**src/rtl/rie_pkg.sv**
```systemverilog
// Package for the RV32 instruction encoder: transfer structs, format and
// error codes, opcode constants and the mnemonic lookup function.
// Has no dependencies; every module of the encoder imports it.
`timescale 1ns / 1ps
`default_nettype none

package rie_pkg;

  localparam logic [6:0] OPC_OP     = 7'b0110011;
  localparam logic [6:0] OPC_OP_IMM = 7'b0010011;
  localparam logic [6:0] OPC_LOAD   = 7'b0000011;
  localparam logic [6:0] OPC_JALR   = 7'b1100111;
  localparam logic [6:0] OPC_STORE  = 7'b0100011;
  localparam logic [6:0] OPC_BRANCH = 7'b1100011;
  localparam logic [6:0] OPC_LUI    = 7'b0110111;
  localparam logic [6:0] OPC_AUIPC  = 7'b0010111;
  localparam logic [6:0] OPC_JAL    = 7'b1101111;

  localparam logic [6:0] F7_BASE = 7'b0000000;
  localparam logic [6:0] F7_ALT  = 7'b0100000;
  localparam logic [6:0] F7_MUL  = 7'b0000001;

  typedef enum logic [2:0] {
    FMT_R,
    FMT_I,
    FMT_S,
    FMT_SB,
    FMT_U,
    FMT_UJ,
    FMT_BAD
  } fmt_e;

  typedef enum logic [2:0] {
    ERR_NONE         = 3'd0,
    ERR_UNKNOWN_OP   = 3'd1,
    ERR_IMM_RANGE    = 3'd2,
    ERR_BRANCH_ODD   = 3'd3,
    ERR_BRANCH_RANGE = 3'd4,
    ERR_JUMP_RANGE   = 3'd5
  } err_e;

  typedef enum logic [4:0] {
    OP_ADD, OP_AND, OP_OR, OP_SLL, OP_SLT, OP_SRA, OP_SRL, OP_SUB,
    OP_XOR, OP_MUL, OP_DIV, OP_REM,
    OP_ADDI, OP_ANDI, OP_ORI, OP_LB, OP_LH, OP_LW, OP_LD, OP_JALR,
    OP_SB, OP_SH, OP_SW, OP_SD,
    OP_BEQ, OP_BNE, OP_BLT, OP_BGE,
    OP_LUI, OP_AUIPC, OP_JAL, OP_UNKNOWN
  } op_e;

  typedef struct packed {
    logic [4:0]         req_type;
    logic [4:0]         rd;
    logic [4:0]         rs1;
    logic [4:0]         rs2;
    logic signed [31:0] imm;
    logic               use_target;
    logic [31:0]        target_addr;
    logic [31:0]        pc;
  } req_t;

  typedef struct packed {
    logic [31:0] instr_word;
    logic [2:0]  error_code;
  } rsp_t;

  typedef struct packed {
    fmt_e       fmt;
    logic [6:0] opcode;
    logic [2:0] funct3;
    logic [6:0] funct7;
  } op_desc_t;

  typedef struct packed {
    op_desc_t    desc;
    logic [4:0]  rd;
    logic [4:0]  rs1;
    logic [4:0]  rs2;
    logic [31:0] off;
  } enc_t;

  function automatic op_desc_t op_lookup(input logic [4:0] req_type);
    op_desc_t d;
    d = '{fmt: FMT_BAD, opcode: 7'd0, funct3: 3'd0, funct7: F7_BASE};
    case (op_e'(req_type))
      OP_ADD:   d = '{FMT_R, OPC_OP, 3'd0, F7_BASE};
      OP_AND:   d = '{FMT_R, OPC_OP, 3'd7, F7_BASE};
      OP_OR:    d = '{FMT_R, OPC_OP, 3'd6, F7_BASE};
      OP_SLL:   d = '{FMT_R, OPC_OP, 3'd1, F7_BASE};
      OP_SLT:   d = '{FMT_R, OPC_OP, 3'd2, F7_BASE};
      OP_SRA:   d = '{FMT_R, OPC_OP, 3'd5, F7_ALT};
      OP_SRL:   d = '{FMT_R, OPC_OP, 3'd5, F7_BASE};
      OP_SUB:   d = '{FMT_R, OPC_OP, 3'd0, F7_ALT};
      OP_XOR:   d = '{FMT_R, OPC_OP, 3'd4, F7_BASE};
      OP_MUL:   d = '{FMT_R, OPC_OP, 3'd0, F7_MUL};
      OP_DIV:   d = '{FMT_R, OPC_OP, 3'd4, F7_MUL};
      OP_REM:   d = '{FMT_R, OPC_OP, 3'd6, F7_MUL};
      OP_ADDI:  d = '{FMT_I, OPC_OP_IMM, 3'd0, F7_BASE};
      OP_ANDI:  d = '{FMT_I, OPC_OP_IMM, 3'd7, F7_BASE};
      OP_ORI:   d = '{FMT_I, OPC_OP_IMM, 3'd6, F7_BASE};
      OP_LB:    d = '{FMT_I, OPC_LOAD, 3'd0, F7_BASE};
      OP_LH:    d = '{FMT_I, OPC_LOAD, 3'd1, F7_BASE};
      OP_LW:    d = '{FMT_I, OPC_LOAD, 3'd2, F7_BASE};
      OP_LD:    d = '{FMT_I, OPC_LOAD, 3'd3, F7_BASE};
      OP_JALR:  d = '{FMT_I, OPC_JALR, 3'd0, F7_BASE};
      OP_SB:    d = '{FMT_S, OPC_STORE, 3'd0, F7_BASE};
      OP_SH:    d = '{FMT_S, OPC_STORE, 3'd1, F7_BASE};
      OP_SW:    d = '{FMT_S, OPC_STORE, 3'd2, F7_BASE};
      OP_SD:    d = '{FMT_S, OPC_STORE, 3'd3, F7_BASE};
      OP_BEQ:   d = '{FMT_SB, OPC_BRANCH, 3'd0, F7_BASE};
      OP_BNE:   d = '{FMT_SB, OPC_BRANCH, 3'd1, F7_BASE};
      OP_BLT:   d = '{FMT_SB, OPC_BRANCH, 3'd4, F7_BASE};
      OP_BGE:   d = '{FMT_SB, OPC_BRANCH, 3'd5, F7_BASE};
      OP_LUI:   d = '{FMT_U, OPC_LUI, 3'd0, F7_BASE};
      OP_AUIPC: d = '{FMT_U, OPC_AUIPC, 3'd0, F7_BASE};
      OP_JAL:   d = '{FMT_UJ, OPC_JAL, 3'd0, F7_BASE};
      default:  d = '{FMT_BAD, 7'd0, 3'd0, F7_BASE};
    endcase
    return d;
  endfunction

endpackage

`default_nettype wire

```
**src/rtl/rie_offset.sv**
```systemverilog
// Front stage of the encoder: looks up the mnemonic and selects the offset:
// the label target minus the PC for branch and jump formats with use_target,
// else the literal immediate. Depends on rie_pkg.
`timescale 1ns / 1ps
`default_nettype none

module rie_offset (
  input  rie_pkg::req_t req_i,
  output rie_pkg::enc_t enc_o
);
  import rie_pkg::*;

  op_desc_t    desc;
  logic        pc_rel;
  logic [31:0] rel_off;

  assign desc    = op_lookup(req_i.req_type);
  assign pc_rel  = req_i.use_target && (desc.fmt == FMT_SB || desc.fmt == FMT_UJ);
  assign rel_off = req_i.target_addr - req_i.pc;

  always_comb begin
    enc_o.desc = desc;
    enc_o.rd   = req_i.rd;
    enc_o.rs1  = req_i.rs1;
    enc_o.rs2  = req_i.rs2;
    enc_o.off  = pc_rel ? rel_off : req_i.imm;
  end

endmodule

`default_nettype wire

```
**src/rtl/rie_encode.sv**
```systemverilog
// Back stage of the encoder: range checks on the offset and bit placement
// into the R, I, S, SB, U and UJ formats. Depends on rie_pkg.
`timescale 1ns / 1ps
`default_nettype none

module rie_encode (
  input  rie_pkg::enc_t enc_i,
  output rie_pkg::rsp_t rsp_o
);
  import rie_pkg::*;

  logic [31:0] off;
  logic        fits12;
  logic        fits13;
  logic        fits20;
  logic        fits21;
  logic [31:0] word;
  err_e        err;

  assign off    = enc_i.off;
  assign fits12 = (off[31:11] == {21{off[11]}});
  assign fits13 = (off[31:12] == {20{off[12]}});
  assign fits20 = (off[31:19] == {13{off[19]}});
  assign fits21 = (off[31:20] == {12{off[20]}});

  always_comb begin
    word = 32'd0;
    err  = ERR_NONE;
    case (enc_i.desc.fmt)
      FMT_R: begin
        word = {enc_i.desc.funct7, enc_i.rs2, enc_i.rs1, enc_i.desc.funct3,
                enc_i.rd, enc_i.desc.opcode};
      end
      FMT_I: begin
        if (!fits12) begin
          err = ERR_IMM_RANGE;
        end else begin
          word = {off[11:0], enc_i.rs1, enc_i.desc.funct3, enc_i.rd,
                  enc_i.desc.opcode};
        end
      end
      FMT_S: begin
        if (!fits12) begin
          err = ERR_IMM_RANGE;
        end else begin
          word = {off[11:5], enc_i.rs2, enc_i.rs1, enc_i.desc.funct3, off[4:0],
                  enc_i.desc.opcode};
        end
      end
      FMT_SB: begin
        if (off[0]) begin
          err = ERR_BRANCH_ODD;
        end else if (!fits13) begin
          err = ERR_BRANCH_RANGE;
        end else begin
          word = {off[12], off[10:5], enc_i.rs2, enc_i.rs1, enc_i.desc.funct3,
                  off[4:1], off[11], enc_i.desc.opcode};
        end
      end
      FMT_U: begin
        if (!fits20) begin
          err = ERR_IMM_RANGE;
        end else begin
          word = {off[19:0], enc_i.rd, enc_i.desc.opcode};
        end
      end
      FMT_UJ: begin
        if (!fits21) begin
          err = ERR_JUMP_RANGE;
        end else begin
          word = {off[20], off[10:1], off[11], off[19:12], enc_i.rd,
                  enc_i.desc.opcode};
        end
      end
      default: begin
        err = ERR_UNKNOWN_OP;
      end
    endcase
  end

  assign rsp_o.instr_word = word;
  assign rsp_o.error_code = err;

endmodule

`default_nettype wire

```
**src/rtl/riscv_instruction_encoder.sv**
```systemverilog
// Top level of the RV32 instruction encoder: handshake, stage registers and
// the two encoder stages. Depends on rie_pkg, rie_offset and rie_encode.
`timescale 1ns / 1ps
`default_nettype none

// One instruction is accepted on every cycle in which start_i is high; busy_o
// is never raised. The result appears on rsp_o with done_o high once the
// transfer has passed both register stages, for one cycle only, and must be
// taken then since the receiver cannot stall the block. There are two register
// stages: the first holds the looked-up operation and the selected offset
// (including the target minus PC subtraction), the second holds the encoded
// word and error code. Results leave in the order the instructions came in.
module riscv_instruction_encoder (
  input  wire            clk_i,
  input  wire            rst_ni,
  input  wire            start_i,
  output logic           busy_o,
  input  rie_pkg::req_t  req_i,
  output logic           done_o,
  output rie_pkg::rsp_t  rsp_o
);
  import rie_pkg::*;

  logic accept;
  enc_t enc_d;
  enc_t enc_q;
  logic valid_q;
  rsp_t rsp_d;
  rsp_t rsp_q;
  logic done_q;

  assign busy_o = 1'b0;
  assign accept = start_i && !busy_o;

  rie_offset u_offset (
    .req_i (req_i),
    .enc_o (enc_d)
  );

  always_ff @(posedge clk_i) begin
    if (accept) begin
      enc_q <= enc_d;
    end
  end

  rie_encode u_encode (
    .enc_i (enc_q),
    .rsp_o (rsp_d)
  );

  always_ff @(posedge clk_i) begin
    if (valid_q) begin
      rsp_q <= rsp_d;
    end
  end

  always_ff @(posedge clk_i or negedge rst_ni) begin
    if (!rst_ni) begin
      valid_q <= 1'b0;
      done_q  <= 1'b0;
    end else begin
      valid_q <= accept;
      done_q  <= valid_q;
    end
  end

  assign done_o = done_q;
  assign rsp_o  = rsp_q;

  a_accept_enters: assert property (@(posedge clk_i) disable iff (!rst_ni)
    accept |=> valid_q)
    else $error("Accepted transfer did not enter the first stage.");

  a_stage_to_done: assert property (@(posedge clk_i) disable iff (!rst_ni)
    valid_q |=> done_o)
    else $error("First stage content did not produce a result.");

  a_done_has_source: assert property (@(posedge clk_i) disable iff (!rst_ni)
    done_o |-> $past(valid_q))
    else $error("Result strobe without a preceding first stage entry.");

  a_error_zero_word: assert property (@(posedge clk_i) disable iff (!rst_ni)
    (done_o && rsp_o.error_code != ERR_NONE) |-> (rsp_o.instr_word == 32'd0))
    else $error("Nonzero instruction word reported together with an error.");

  a_error_legal: assert property (@(posedge clk_i) disable iff (!rst_ni)
    done_o |-> (rsp_o.error_code <= ERR_JUMP_RANGE))
    else $error("Error code out of its defined range.");

endmodule

`default_nettype wire

```
**config.mk**
```make
export PLATFORM = sky130hd
export DESIGN_NAME = riscv_instruction_encoder
export DESIGN_NICKNAME = d
export VERILOG_FILES = /design/src/rtl/rie_pkg.sv /design/src/rtl/rie_offset.sv /design/src/rtl/rie_encode.sv /design/src/rtl/riscv_instruction_encoder.sv
export SDC_FILE = /design/constraint.sdc
export NUM_CORES = 1
export LEC_CHECK = 0
export ABC_CLOCK_PERIOD_IN_PS = 2760
export BUFFER_PORTS_ARGS = -buffer_cell sky130_fd_sc_hd__buf_2
export CAP_MARGIN = 20
export CORE_UTILIZATION = 30
export CTS_BUF_LIST = sky130_fd_sc_hd__clkbuf_8
export DETAILED_ROUTE_END_ITERATION = 12
export SLEW_MARGIN = 20
export SYNTH_ARGS = -nofsm -noshare
export SYNTH_HDL_FRONTEND = slang
export SYNTH_SLANG_ARGS = --single-unit
```
**constraint.sdc**
```tcl
create_clock -name clk_i -period 2.76 [get_ports clk_i]
set_input_delay 0.552 -clock clk_i [delete_from_list [all_inputs] [get_ports clk_i]]
set_output_delay 0.552 -clock clk_i [all_outputs]
set_load 0.01 [all_outputs]
```
== Yosys cells after proc, flatten, opt, wreduce, memory -nomap -nowiden ==
Memory sizes are Yosys's and may differ from the RTL's.
Cells that the tools add are included.

* $add $sub $neg: 1
* $mul: 0
* Divide/modulo/power cells: 0
* Order comparisons: 0
* Equal/unequal tests: 11
* Shifts and indexed selects: 0
* Muxes and demuxes: 14
* Bitwise operators: 0
* Reduce and logical (&&, ||, !) cells: 4

{| class="wikitable"
|+ Operator list
! operator !! count
|-
| two-way mux 32 bit || 7
|-
| one-hot mux 32 bit (6 select lines) || 1
|-
| subtractor 32 bit || 1
|-
| == test 20 bit || 1
|-
| == test 19 bit || 1
|-
| one-hot mux 3 bit (5 select lines) || 1
|-
| == test 12 bit || 1
|-
| == test 11 bit || 1
|-
| == test 3 x 2 -> 1 bit, second input constant || 3
|-
| == test 3 bit, second input constant || 3
|-
| two-way mux 3 bit || 3
|-
| two-way mux 2 bit || 2
|-
| == test 3 x 1 -> 1 bit, second input constant || 1
|-
| zero test 3 bit || 1
|-
| OR reduction 2 bit || 1
|-
| logical AND 1 bit || 1
|-
| logical OR 1 bit || 1
|}

* Register bits after elaboration: 104
* Latch bits: 0
* Memory bits (writable): 0
* Memory bits (read-only): 480
* Input port bits: 120
* Output and inout bits: 37
* Logic and storage cells: 43
* Memories kept: 1

{| class="wikitable"
|+ Memories
! name !! depth !! bits a word !! read ports !! clocked after Yosys merged registers in !! write ports !! line !! RTL
|-
| (name not given) || 32 || 15 || 1 || 0 || 0 || rie_pkg.sv:85 || <nowiki>case (op_e'(req_type))</nowiki>
|}

== Longest topological paths before layout ==
Gate-level depths: netlist of run 1.
An unclocked memory read counts as a cell.

* Depth after elaboration: 5
* Mapped depth: 11
* Gate-level depth less buffers: 11

== By module ==
A second synthesis of run 1 with hierarchy kept.

* Cells, all modules: 705
* Area, all modules: 6985.4 um^2

{| class="wikitable"
|+ Modules (own cells, without submodules)
! module !! times used !! cells an instance !! area each (um^2) !! sequential area each (um^2)
|-
| riscv_instruction_encoder || 1 || 106 || 3124.2 || 3113.0
|-
| rie_offset || 1 || 452 || 2899.0 || 0.0
|-
| rie_encode || 1 || 147 || 962.2 || 0.0
|}

== Least setup slack after synthesis of run 1 ==
No wires, ideal clock.

* Path kind: input-to-reg
* Start point: in req_i[8] (netlist bit)
* End point: reg enc_q[29] (netlist bit) (data pin)
* Library setup time: 0.278 ns
* Arrival time: 2.480 ns
* Required time: 2.482 ns
* Slack: 0.002 ns
* Stages: 11
* Buffers on the path: 1
* Cells stage by stage: inv_1 -> ha_1 -> clkbuf_1 -> nand4_1 -> nor3_1 -> o31ai_1 -> and2_1 -> a211o_1 -> a211oi_1 -> mux2i_1 -> o311ai_0

{| class="wikitable"
|+ RTL lines
! element !! line !! RTL
|-
| from (decl) || riscv_instruction_encoder.sv:18 || <nowiki>input rie_pkg::req_t req_i,</nowiki>
|-
| to (signal assigned) || riscv_instruction_encoder.sv:42 || <nowiki>enc_q <= enc_d;</nowiki>
|-
| to (decl) || riscv_instruction_encoder.sv:26 || <nowiki>enc_t enc_q;</nowiki>
|}

==> flow_metrics.py, run 1 <==
metrics = {
    "timing": {
        "fmax_mhz": 377.8,
        "setup_slack_ps": 113.2,
        "maxSlewHeadroom": 0.6412,
        "timing.final.crit_share": 0.9590,
        "setup_viol": 0,
        "fin_tns_setup_ps": 0,
        "finClkSkew_ps": 12.98,
        "finalHoldViolations": 0,
        "timing_worst_slew_pin_value_ps": 531.4,
        "fin_hold_ws_ps": 365.2,
        "maxSlewViolCount": 0,
        "min_period_ps": 2647,
    },
    "drt": {
        "drt-vias-per-instance": 4.968,
        "drcViolationCount": 0,
        "wl_per_cell_um": 15.12,
        "first_pass_iters": 5,
        "finalWirelength_mm": 17.03,
        "drt_iter0_drc": 470,
        "num_vias": 5594,
        "final_antenna_net_count": 0,
    },
    "worst_setup_path": {
        "arrival_ps": 2740,
        "cp-end-kind": "flop",
        "critPathKind": "in2reg",
        "start_kind": "input pin",
        "worst-path-max-fanout": 4,
        "crit_required_ps": 2850,
    },
    "finish": {
        "finish.instance_area_um2": 8187,
        "area_growth_pct": 29.67,
        "diodes": 0,
        "drive_gt1_frac": 0.3236,
        "utilization": 0.4007,
        "fin_nets": 1010,
    },
    "floorplanning": {
        "core-area_um2": 20430,
        "initial_core_util": 0.3090,
        "rows": 52,
        "die_h_um": 147.1,
        "io_pins": 157,
        "die-area_um2": 21630,
        "die_x_um": 147.1,
    },
    "synthesis": {
        "synthMuxAreaShare": 0.007927,
        "synth_most_common_cell": "edfxtp_1",
        "synth_top_area_share": 0.4518,
        "synth_cells": 635,
        "synth_edf_count": 95,
        "synthXorXnorAreaFrac": 0.01942,
        "yosys.area.top_type": "edfxtp_1",
        "synth_nets": 794,
        "ys_async_sr_fraction": 0.02062,
        "synth_common_cells": "95 x edfxtp_1, 61 x inv_1, 59 x nand2_1",
        "synth_top_family_by_area": "compound AO/OA/AOI/OAI gates",
        "synth.area.top_cells": "edfxtp_1 45%, ha_1 7.5%, inv_1 3.6%",
        "yosysUniqueCellTypes": 70,
        "ys.warnings.count": 0,
        "synth_compound_area_frac": 0.2231,
        "synthSimpleGateAreaFrac": 0.1534,
        "avgSynthCellArea_um2": 9.943,
        "synth_seq_cells": 97,
        "yosysSeqAreaShare": 0.4598,
        "synth_fa_ha_area_frac": 0.08026,
        "ys_dominant_reg_cell": "edfxtp_1",
        "netlist_area_um2": 6314,
    },
    "grt": {
        "grt_antenna_before_repair": 0,
        "grt_max_degree": 43,
        "grt_overflow": 0,
        "grt_util_all_layers": 0.1559,
        "grt_pass1_vias": 5157,
        "grt_pass1_wl_mm": 26.64,
    },
    "flow_run": {
        "cap_violations": 0,
    },
    "power": {
        "p_leak_nw": 3.777,
        "peakVddDrop_v": 0.0002082,
        "p_per_area_nw_per_um2": 444.0,
    },
    "cts": {
        "root_buffer": "clkbuf_8",
        "clk_latency_ps": 360,
        "clkTransAtPathRegs_ps": 80,
        "cts_sinks": 97,
        "cts_max_level": 3,
        "cts_tree": "yes",
        "cts_buffers": 9,
        "cts.path.max_buffers": 2,
    },
    "run_status": {
        "status": "complete, no violations",
    },
    "place": {
        "place.detailed.hpwl_mm": 13.59,
        "place_congestion": 0.8300,
        "placed_area_um2": 7905,
        "port_buffers": 155,
        "place_ws_ps": -461.2,
    },
    "hold_path": {
        "hold_path.class": "in2reg",
    },
}
==> metrics by stage <==
| step | total power (W) | instances |
|---|---|---|
| after floorplan | 0.002329 | 635 |
| after global placement | 0.002753 | 1108 |
| after detailed placement | 0.002761 | 1108 |
| after CTS | 0.003645 | 1125 |
| after global routing | 0.003832 | 1126 |
| final | 0.003635 | 1126 |
==> path summary, 6_finish.rpt <==
check | startpoint | to | slack [ps] | cells after the start
worst max-delay path | req_i[7] | enc_q[16] | 110 | 12
worst min-delay path | req_i[105] | enc_q[40] | 370 | 1
min in group asynchronous | rst_ni | valid_q | 500 | 2
worst min register to register | enc_q[42] | rsp_o[10] | 520 | 2
worst max register to register | enc_q[29] | rsp_o[29] | 150 | 8
max in group asynchronous | rst_ni | done_o | 2170 | 2
==> cells by family after synthesis <==
logic type / after synthesis
AND/OR/NAND/NOR: 193
adder cells (fa/ha/maj): 40
buffers and inverters: 90
multiplexers: 5
flip-flops: 97
XOR/XNOR: 14
AO/OA/AOI/OAI: 195
other: 1
==> cell usage in the layout, fill, tap and decap left out, drive strengths merged, types with 10 or more instances in the layout <==
cell / n
and3: 12
nor2b: 10
a21o: 29
edfxtp: 95
o21ai: 36
a22o: 10
a21oi: 32
o31ai: 13
inv: 63
nor3: 14
nor2: 39
buf: 232
ha: 38
nand3: 16
a222oi: 10
nand2: 59
==> repair_timing <==
action	4_1_cts	5_1_grt
pin swaps	0	4
setup endpoints to repair	2	16
resized for setup	3	14
hold endpoints to repair	2	0
setup buffers	0	1
hold buffers	1	0
==> final cells by class <==
| type | instances | area (um2) |
|---|---|---|
| multi-input combinational | 448 | 3137 |
| timing repair buffer | 233 | 1389 |
| clock buffer | 9 | 123.9 |
| tap | 270 | 337.8 |
| sequential | 97 | 2903 |
| inverter | 62 | 232.7 |
| clock inverter | 7 | 63.81 |
| fill | 2091 | 12240 |
==> layer usage <==
layer  routed length, um  global-route usage  part of all wire  vias up
met1                8279              0.2276              0.49     2570
li1                    -                   -                 -     2818
met5                   0                   0                 0        -
met4                 210             0.03969             0.012        0
met3                 946             0.02081             0.056       13
met2                7590              0.2417              0.45      193
==> sequential cells by signal (all words and copies together), names as in the netlist <==
signal   cells
done_o       1
enc_q       61
rsp_o       34
valid_q      1
==> worst max-delay path: stages <==
cell	delay [ps]
buf_2	90
inv_1	90
ha_4	220
buf_4	140
a21o_1	150
a21o_1	170
a21o_1	200
or2_1	230
a21o_1	190
a211oi_2	220
nor4_1	70
or3_1	410
==> where the power goes <==
part           total [W]  switching (W)  leakage (nW)  internal [W]
Sequential       0.00184      0.0000766         0.943       0.00176
Clock           0.000885       0.000474         0.103      0.000411
Combinational   0.000914       0.000480          2.73      0.000433
Total            0.00363        0.00103          3.78       0.00260
Note: power is estimated with default switching activity, not from simulation.
==> run 2, diff against run 1 <==
--- a/config.mk
+++ b/config.mk
@@ -11,6 +11,7 @@
 export CORE_UTILIZATION = 30
 export CTS_BUF_LIST = sky130_fd_sc_hd__clkbuf_8
 export DETAILED_ROUTE_END_ITERATION = 12
+export PLACE_DENSITY = 0.47
 export SLEW_MARGIN = 20
 export SYNTH_ARGS = -nofsm -noshare
 export SYNTH_HDL_FRONTEND = slang
==> run 2 against run 1 <==
Net effect:
- flip-flop and latch count stayed put
- highest routed layer unchanged
- critical endpoint is now enc_q[27]
- clock power is 29% higher
- clock-buffer cell count stayed put
- critical path type unchanged
- largest cell class unchanged
- via count is 1.0% lower
- total power is 7.4% higher
==> flow_metrics.py, run 2 (synthesized netlist as in run 1, its figures left out) <==
metrics = {
    "worst_setup_path": {
        "crit_required_ps": 2980,
        "worst-path-max-fanout": 3,
        "cpPeakStageDelay_ps": 480,
        "crit_buf_inv": 2,
        "worst-r2r-cell-count": 8,
        "start_kind": "input pin",
        "arrival_ps": 2890,
        "path_depth": 11,
        "path_delay_family": "compound AO/OA/AOI/OAI gates",
        "critPathKind": "in2reg",
        "cp-end-kind": "flop",
        "cp_slowest_cell": "or4_1",
        "crit_chain": "buf_2 -> inv_1 -> ha_1 -> nor2b_1 -> o31a_1 -> o31ai_2 -> a21oi_2 -> o311ai_2 -> a21oi_1 -> or4_1 -> nand3_1",
    },
    "grt": {
        "grt_pass1_vias": 5432,
        "grt_util_all_layers": 0.1599,
        "grt_pass1_wl_mm": 27.72,
        "grt_antenna_before_repair": 0,
        "grt_overflow": 0,
        "grt_max_degree": 63,
    },
    "cts": {
        "cts_tree": "yes",
        "clk_latency_ps": 360,
        "cts.path.max_buffers": 2,
        "cts_buffers": 9,
        "clkTransAtPathRegs_ps": 80,
        "root_buffer": "clkbuf_8",
        "cts_sinks": 97,
        "cts_max_level": 3,
    },
    "power": {
        "p_sw_w": 0.001019,
        "p_comb_frac": 0.237,
        "swShare": 0.2610,
        "p_per_area_nw_per_um2": 470.7,
        "p_seq_frac": 0.470,
        "p_total_w": 0.003902,
        "p_leak_nw": 3.825,
        "peakVddDrop_v": 0.0002171,
        "power_frac_clock": 0.293,
        "intPower_w": 0.002884,
    },
    "finish": {
        "area_growth_pct": 31.31,
        "drive_gt1_frac": 0.3314,
        "final_cell_mix": "155 x buf_2, 95 x edfxtp_1, 79 x buf_4",
        "multi_input_area_um2": 3139,
        "final_common_cell": "buf_2",
        "fin_nets": 1014,
        "largest_reg_flops": 61,
        "top_regs": "enc_q (61), rsp_o (34)",
        "fillCellCount": 2063,
        "finish.instance_area_um2": 8290,
        "seqCellArea_um2": 2903,
        "diodes": 0,
        "utilization": 0.4058,
        "regMostFlops": "enc_q",
    },
    "drt": {
        "final_antenna_net_count": 0,
        "num_vias": 5536,
        "wl_per_cell_um": 15.13,
        "drt_iter0_drc": 342,
        "drt-vias-per-instance": 4.899,
        "first_pass_iters": 6,
        "finalWirelength_mm": 17.10,
        "drcViolationCount": 0,
    },
    "place": {
        "placed_area_um2": 7935,
        "place_congestion": 0.8824,
        "place_ws_ps": -426.2,
        "place.detailed.hpwl_mm": 13.74,
        "port_buffers": 155,
    },
    "floorplanning": {
        "die-area_um2": 21630,
        "rows": 52,
        "io_pins": 157,
        "initial_core_util": 0.3090,
        "die_x_um": 147.1,
        "core-area_um2": 20430,
        "die_h_um": 147.1,
    },
    "timing": {
        "min_period_ps": 2665,
        "fmax_mhz": 375.2,
        "finClkSkew_ps": 7.833,
        "maxSlewHeadroom": 0.6442,
        "finalHoldViolations": 0,
        "maxSlewViolCount": 0,
        "timing_worst_slew_pin_value_ps": 527.0,
        "fin_hold_ws_ps": 363.3,
        "setup_slack_ps": 95.00,
        "setup_viol": 0,
        "timing.final.crit_share": 0.9656,
    },
    "hold_path": {
        "hold_path.class": "in2reg",
        "min_path_cells": 1,
    },
    "run_status": {
        "status": "complete, no violations",
    },
    "flow_run": {
        "cap_violations": 0,
    },
}
run 2: changes by cell type in the layout (fill, tap and decap cells not counted), moves of 2 or more:
cell,change
buf_4,+4
bufinv_16,+3
clkinv_4,-2
ha_1,+2
o31ai_1,-2
o31ai_2,+2
run 2: power by group through the flow:
stage | Clock [W] | Sequential, W | Combinational (W)
floorplan | 0 | 0.00186 | 0.000465
global placement | 0 | 0.00187 | 0.000895
detailed placement | 0 | 0.00187 | 0.000901
CTS | 0.00117 | 0.00184 | 0.000908
global route | 0.00123 | 0.00185 | 0.00103
finish | 0.00114 | 0.00183 | 0.000924
run 2: repair_timing:
| item | in CTS | in global routing |
|---|---|---|
| hold endpoints to repair | 2 | 0 |
| pin swaps | 0 | 3 |
| gates resized for setup | 2 | 18 |
| endpoints found under the setup margin | 3 | 30 |
| hold buffers | 1 | 0 |
| setup buffers | 0 | 1 |
run 2: worst paths after layout:
kind                        endpoint  slack (ps)        from
max                        enc_q[27]          90    req_i[1]
min                        enc_q[37]         360  req_i[102]
max reg2reg                rsp_o[15]         120   enc_q[29]
min reg2reg                 rsp_o[4]         520   enc_q[58]
max in group asynchronous    valid_q        2170      rst_ni
min in group asynchronous     done_o         490      rst_ni
run 2: cell type report:
type                       count  share of cell area
multi-input combinational    448              0.3787
timing repair buffer         237              0.1711
tap                          270             0.04075
sequential                    97              0.3501
clock buffer                   9             0.01494
inverter                      62             0.02807
clock inverter                 7             0.01630
run 2: layer usage:
metal / track usage / wire (um) / part of all wire
met1: 0.2290 / 8452 / 0.49
met2: 0.2526 / 7680 / 0.45
met3: 0.02050 / 746 / 0.044
met4: 0.04433 / 218 / 0.013
met5: 0 / 0 / 0
run 2: through the flow:
| stage | instances | setup TNS, ps |
|---|---|---|
| 6_report | 1130 | 0 |
| 5_1_grt | 1130 | -4.373 |
| 4_1_cts | 1129 | 0 |
| 3_5_place_dp | 1112 | -4704 |
| 3_3_place_gp | 1112 | -4108 |
| 2_1_floorplan | 635 | 0 |
==> run 3, diff against run 2 <==
--- a/config.mk
+++ b/config.mk
@@ -8,10 +8,10 @@
 export ABC_CLOCK_PERIOD_IN_PS = 2760
 export BUFFER_PORTS_ARGS = -buffer_cell sky130_fd_sc_hd__buf_2
 export CAP_MARGIN = 20
+export CORE_ASPECT_RATIO = 0.9
 export CORE_UTILIZATION = 30
 export CTS_BUF_LIST = sky130_fd_sc_hd__clkbuf_8
 export DETAILED_ROUTE_END_ITERATION = 12
-export PLACE_DENSITY = 0.47
 export SLEW_MARGIN = 20
 export SYNTH_ARGS = -nofsm -noshare
 export SYNTH_HDL_FRONTEND = slang
==> run 3 against run 2 <==
Net effect:
- clock-buffer cell count is the same
- maximum frequency shrank 0.48%
- sequential share of layout area grew 0.40 points
- clock skew increased by 2.7 ps
- total power is 3.8% lower
- via count hardly changed
- flip-flop and latch count stayed put
- die area hardly changed
- cell count up 0.53%
- utilization shrank 0.19 points
- hold slack worse by 6.6 ps
- largest cell class unchanged
- highest routed layer unchanged
==> flow_metrics.py, run 3 (synthesized netlist as in run 1, its figures left out) <==
metrics = {
    "worst_setup_path": {
        "worst-r2r-cell-count": 8,
        "critPathKind": "in2reg",
        "worst-path-max-fanout": 3,
        "cp-end-kind": "flop",
        "r2r-end": "rsp_o[15]",
        "r2r-start": "enc_q[29]",
        "arrival_ps": 2920,
        "crit_required_ps": 3000,
        "start_kind": "input pin",
        "r2r_slack_ps": 180,
    },
    "finish": {
        "final_common_cell": "buf_2",
        "largest_reg_flops": 61,
        "area_growth_pct": 29.83,
        "final_cell_mix": "155 x buf_2, 95 x edfxtp_1, 76 x buf_4",
        "drive_gt1_frac": 0.3189,
        "regMostFlops": "enc_q",
        "fin_nets": 1011,
        "diodes": 0,
        "finish.instance_area_um2": 8197,
        "top_regs": "enc_q (61), rsp_o (34)",
    },
    "place": {
        "place_congestion": 0.8586,
        "place.detailed.hpwl_mm": 13.66,
        "port_buffers": 155,
        "placed_area_um2": 7933,
    },
    "timing": {
        "setup_viol": 0,
        "maxSlewHeadroom": 0.6020,
        "min_period_ps": 2678,
        "timing.final.crit_share": 0.9702,
        "timing_worst_slew_pin_value_ps": 589.4,
        "fmax_mhz": 373.4,
        "fin_tns_setup_ps": 0,
        "rsz0062_at_grt": "false",
        "maxSlewViolCount": 0,
        "finalHoldViolations": 0,
        "finClkSkew_ps": 10.49,
    },
    "grt": {
        "grt_overflow": 0,
        "grt_util_all_layers": 0.1610,
        "grt_antenna_before_repair": 0,
        "grt_pass1_vias": 5286,
        "grt_pass1_wl_mm": 27.18,
        "grt_max_degree": 63,
    },
    "hold_path": {
        "hold_path.class": "in2reg",
        "min_from": "req_i[104]",
        "min_path_cells": 1,
        "holdPathEnd": "enc_q[39]",
    },
    "cts": {
        "cts_sinks": 97,
        "cts_buffers": 9,
        "clk_latency_ps": 370,
        "cts_max_level": 3,
        "cts.path.max_buffers": 2,
        "root_buffer": "clkbuf_8",
        "cts_tree": "yes",
        "postCtsSetupBuffers": 0,
        "clkTransAtPathRegs_ps": 90,
    },
    "floorplanning": {
        "die_h_um": 139.6,
        "initial_core_util": 0.3111,
        "core-area_um2": 20290,
        "io_pins": 157,
        "die-area_um2": 21630,
        "rows": 49,
        "die_x_um": 154.9,
    },
    "power": {
        "peakVddDrop_v": 0.0001966,
        "p_per_area_nw_per_um2": 457.9,
        "p_leak_nw": 3.783,
    },
    "drt": {
        "finalWirelength_mm": 17.29,
        "drt_iter0_drc": 368,
        "drcViolationCount": 0,
        "drt-vias-per-instance": 4.876,
        "wl_per_cell_um": 15.22,
        "first_pass_iters": 5,
        "num_vias": 5539,
        "final_antenna_net_count": 0,
    },
    "flow_run": {
        "cap_violations": 0,
    },
    "run_status": {
        "status": "complete, no violations",
    },
}
run 3: changes by cell type in the layout (fill, tap and decap cells not counted), sizes merged:
cell / before / now
clkinv: 1 / 2
bufinv: 4 / 2
buf: 236 / 233
run 3: critical path, cell delays in order:
cell,delay [ps]
buf_2,110
inv_1,40
ha_1,270
nor2b_1,140
o31a_1,270
o31ai_1,320
a21oi_1,210
o311ai_2,320
a21oi_1,120
or4_1,470
nand3_1,90
run 3: layout make-up:
class / instances / area [um2]
clock inverter: 6 / 91.34
timing repair buffer: 234 / 1396
multi-input combinational: 448 / 3099
sequential: 97 / 2903
inverter: 62 / 232.7
clock buffer: 9 / 123.9
tap: 280 / 350.3
fill: 2032 / 12100
run 3: worst max-delay path by stage:
stage,end,start,cells after the start,slack [ps]
after floorplan,enc_q[29],req_i[8],11,2
after global placement,enc_q[30],req_i[0],11,-360
after detailed placement,enc_q[30],req_i[0],11,-450
after CTS,enc_q[30],req_i[0],11,30
after global routing,enc_q[27],req_i[1],11,2
final,enc_q[27],req_i[1],11,80
run 3: stage by stage:
stage	std cells	hold slack (ps)	utilization	setup WS, ps	total power [W]
floorplan	635	256.4	-	2.289	0.002329
global placement	1120	339.2	0.3909	-361.6	0.002761
detailed placement	1120	340.3	0.3909	-446.9	0.002763
CTS	1136	332.8	0.4020	25.98	0.003772
global route	1136	335.3	0.4039	2.332	0.003950
finish	1136	356.7	0.4039	82.13	0.003753
run 3: layer usage:
metal  wire (um)  vias up  track usage
met2        7167      217       0.2397
met5           0        -            0
met4         215        0      0.04221
met3        1060       14      0.02865
met1        8843     2489       0.2382
li1            -     2819            -
run 3: timing repair:
| item | CTS | global route |
|---|---|---|
| cloned | 0 | 0 |
| pin swaps | 0 | 1 |
| gates resized for setup | 1 | 9 |
| setup endpoints to repair | 1 | 28 |
| hold endpoints to repair | 2 | 0 |
| hold buffers | 1 | 0 |
run 3: report_power, final:
| part | total [W] | switching, W | leakage, nW | internal [W] |
|---|---|---|---|---|
| registers | 0.00184 | 0.0000797 | 0.943 | 0.00176 |
| clock network | 0.00101 | 0.000497 | 0.105 | 0.000512 |
| logic | 0.000906 | 0.000478 | 2.73 | 0.000428 |
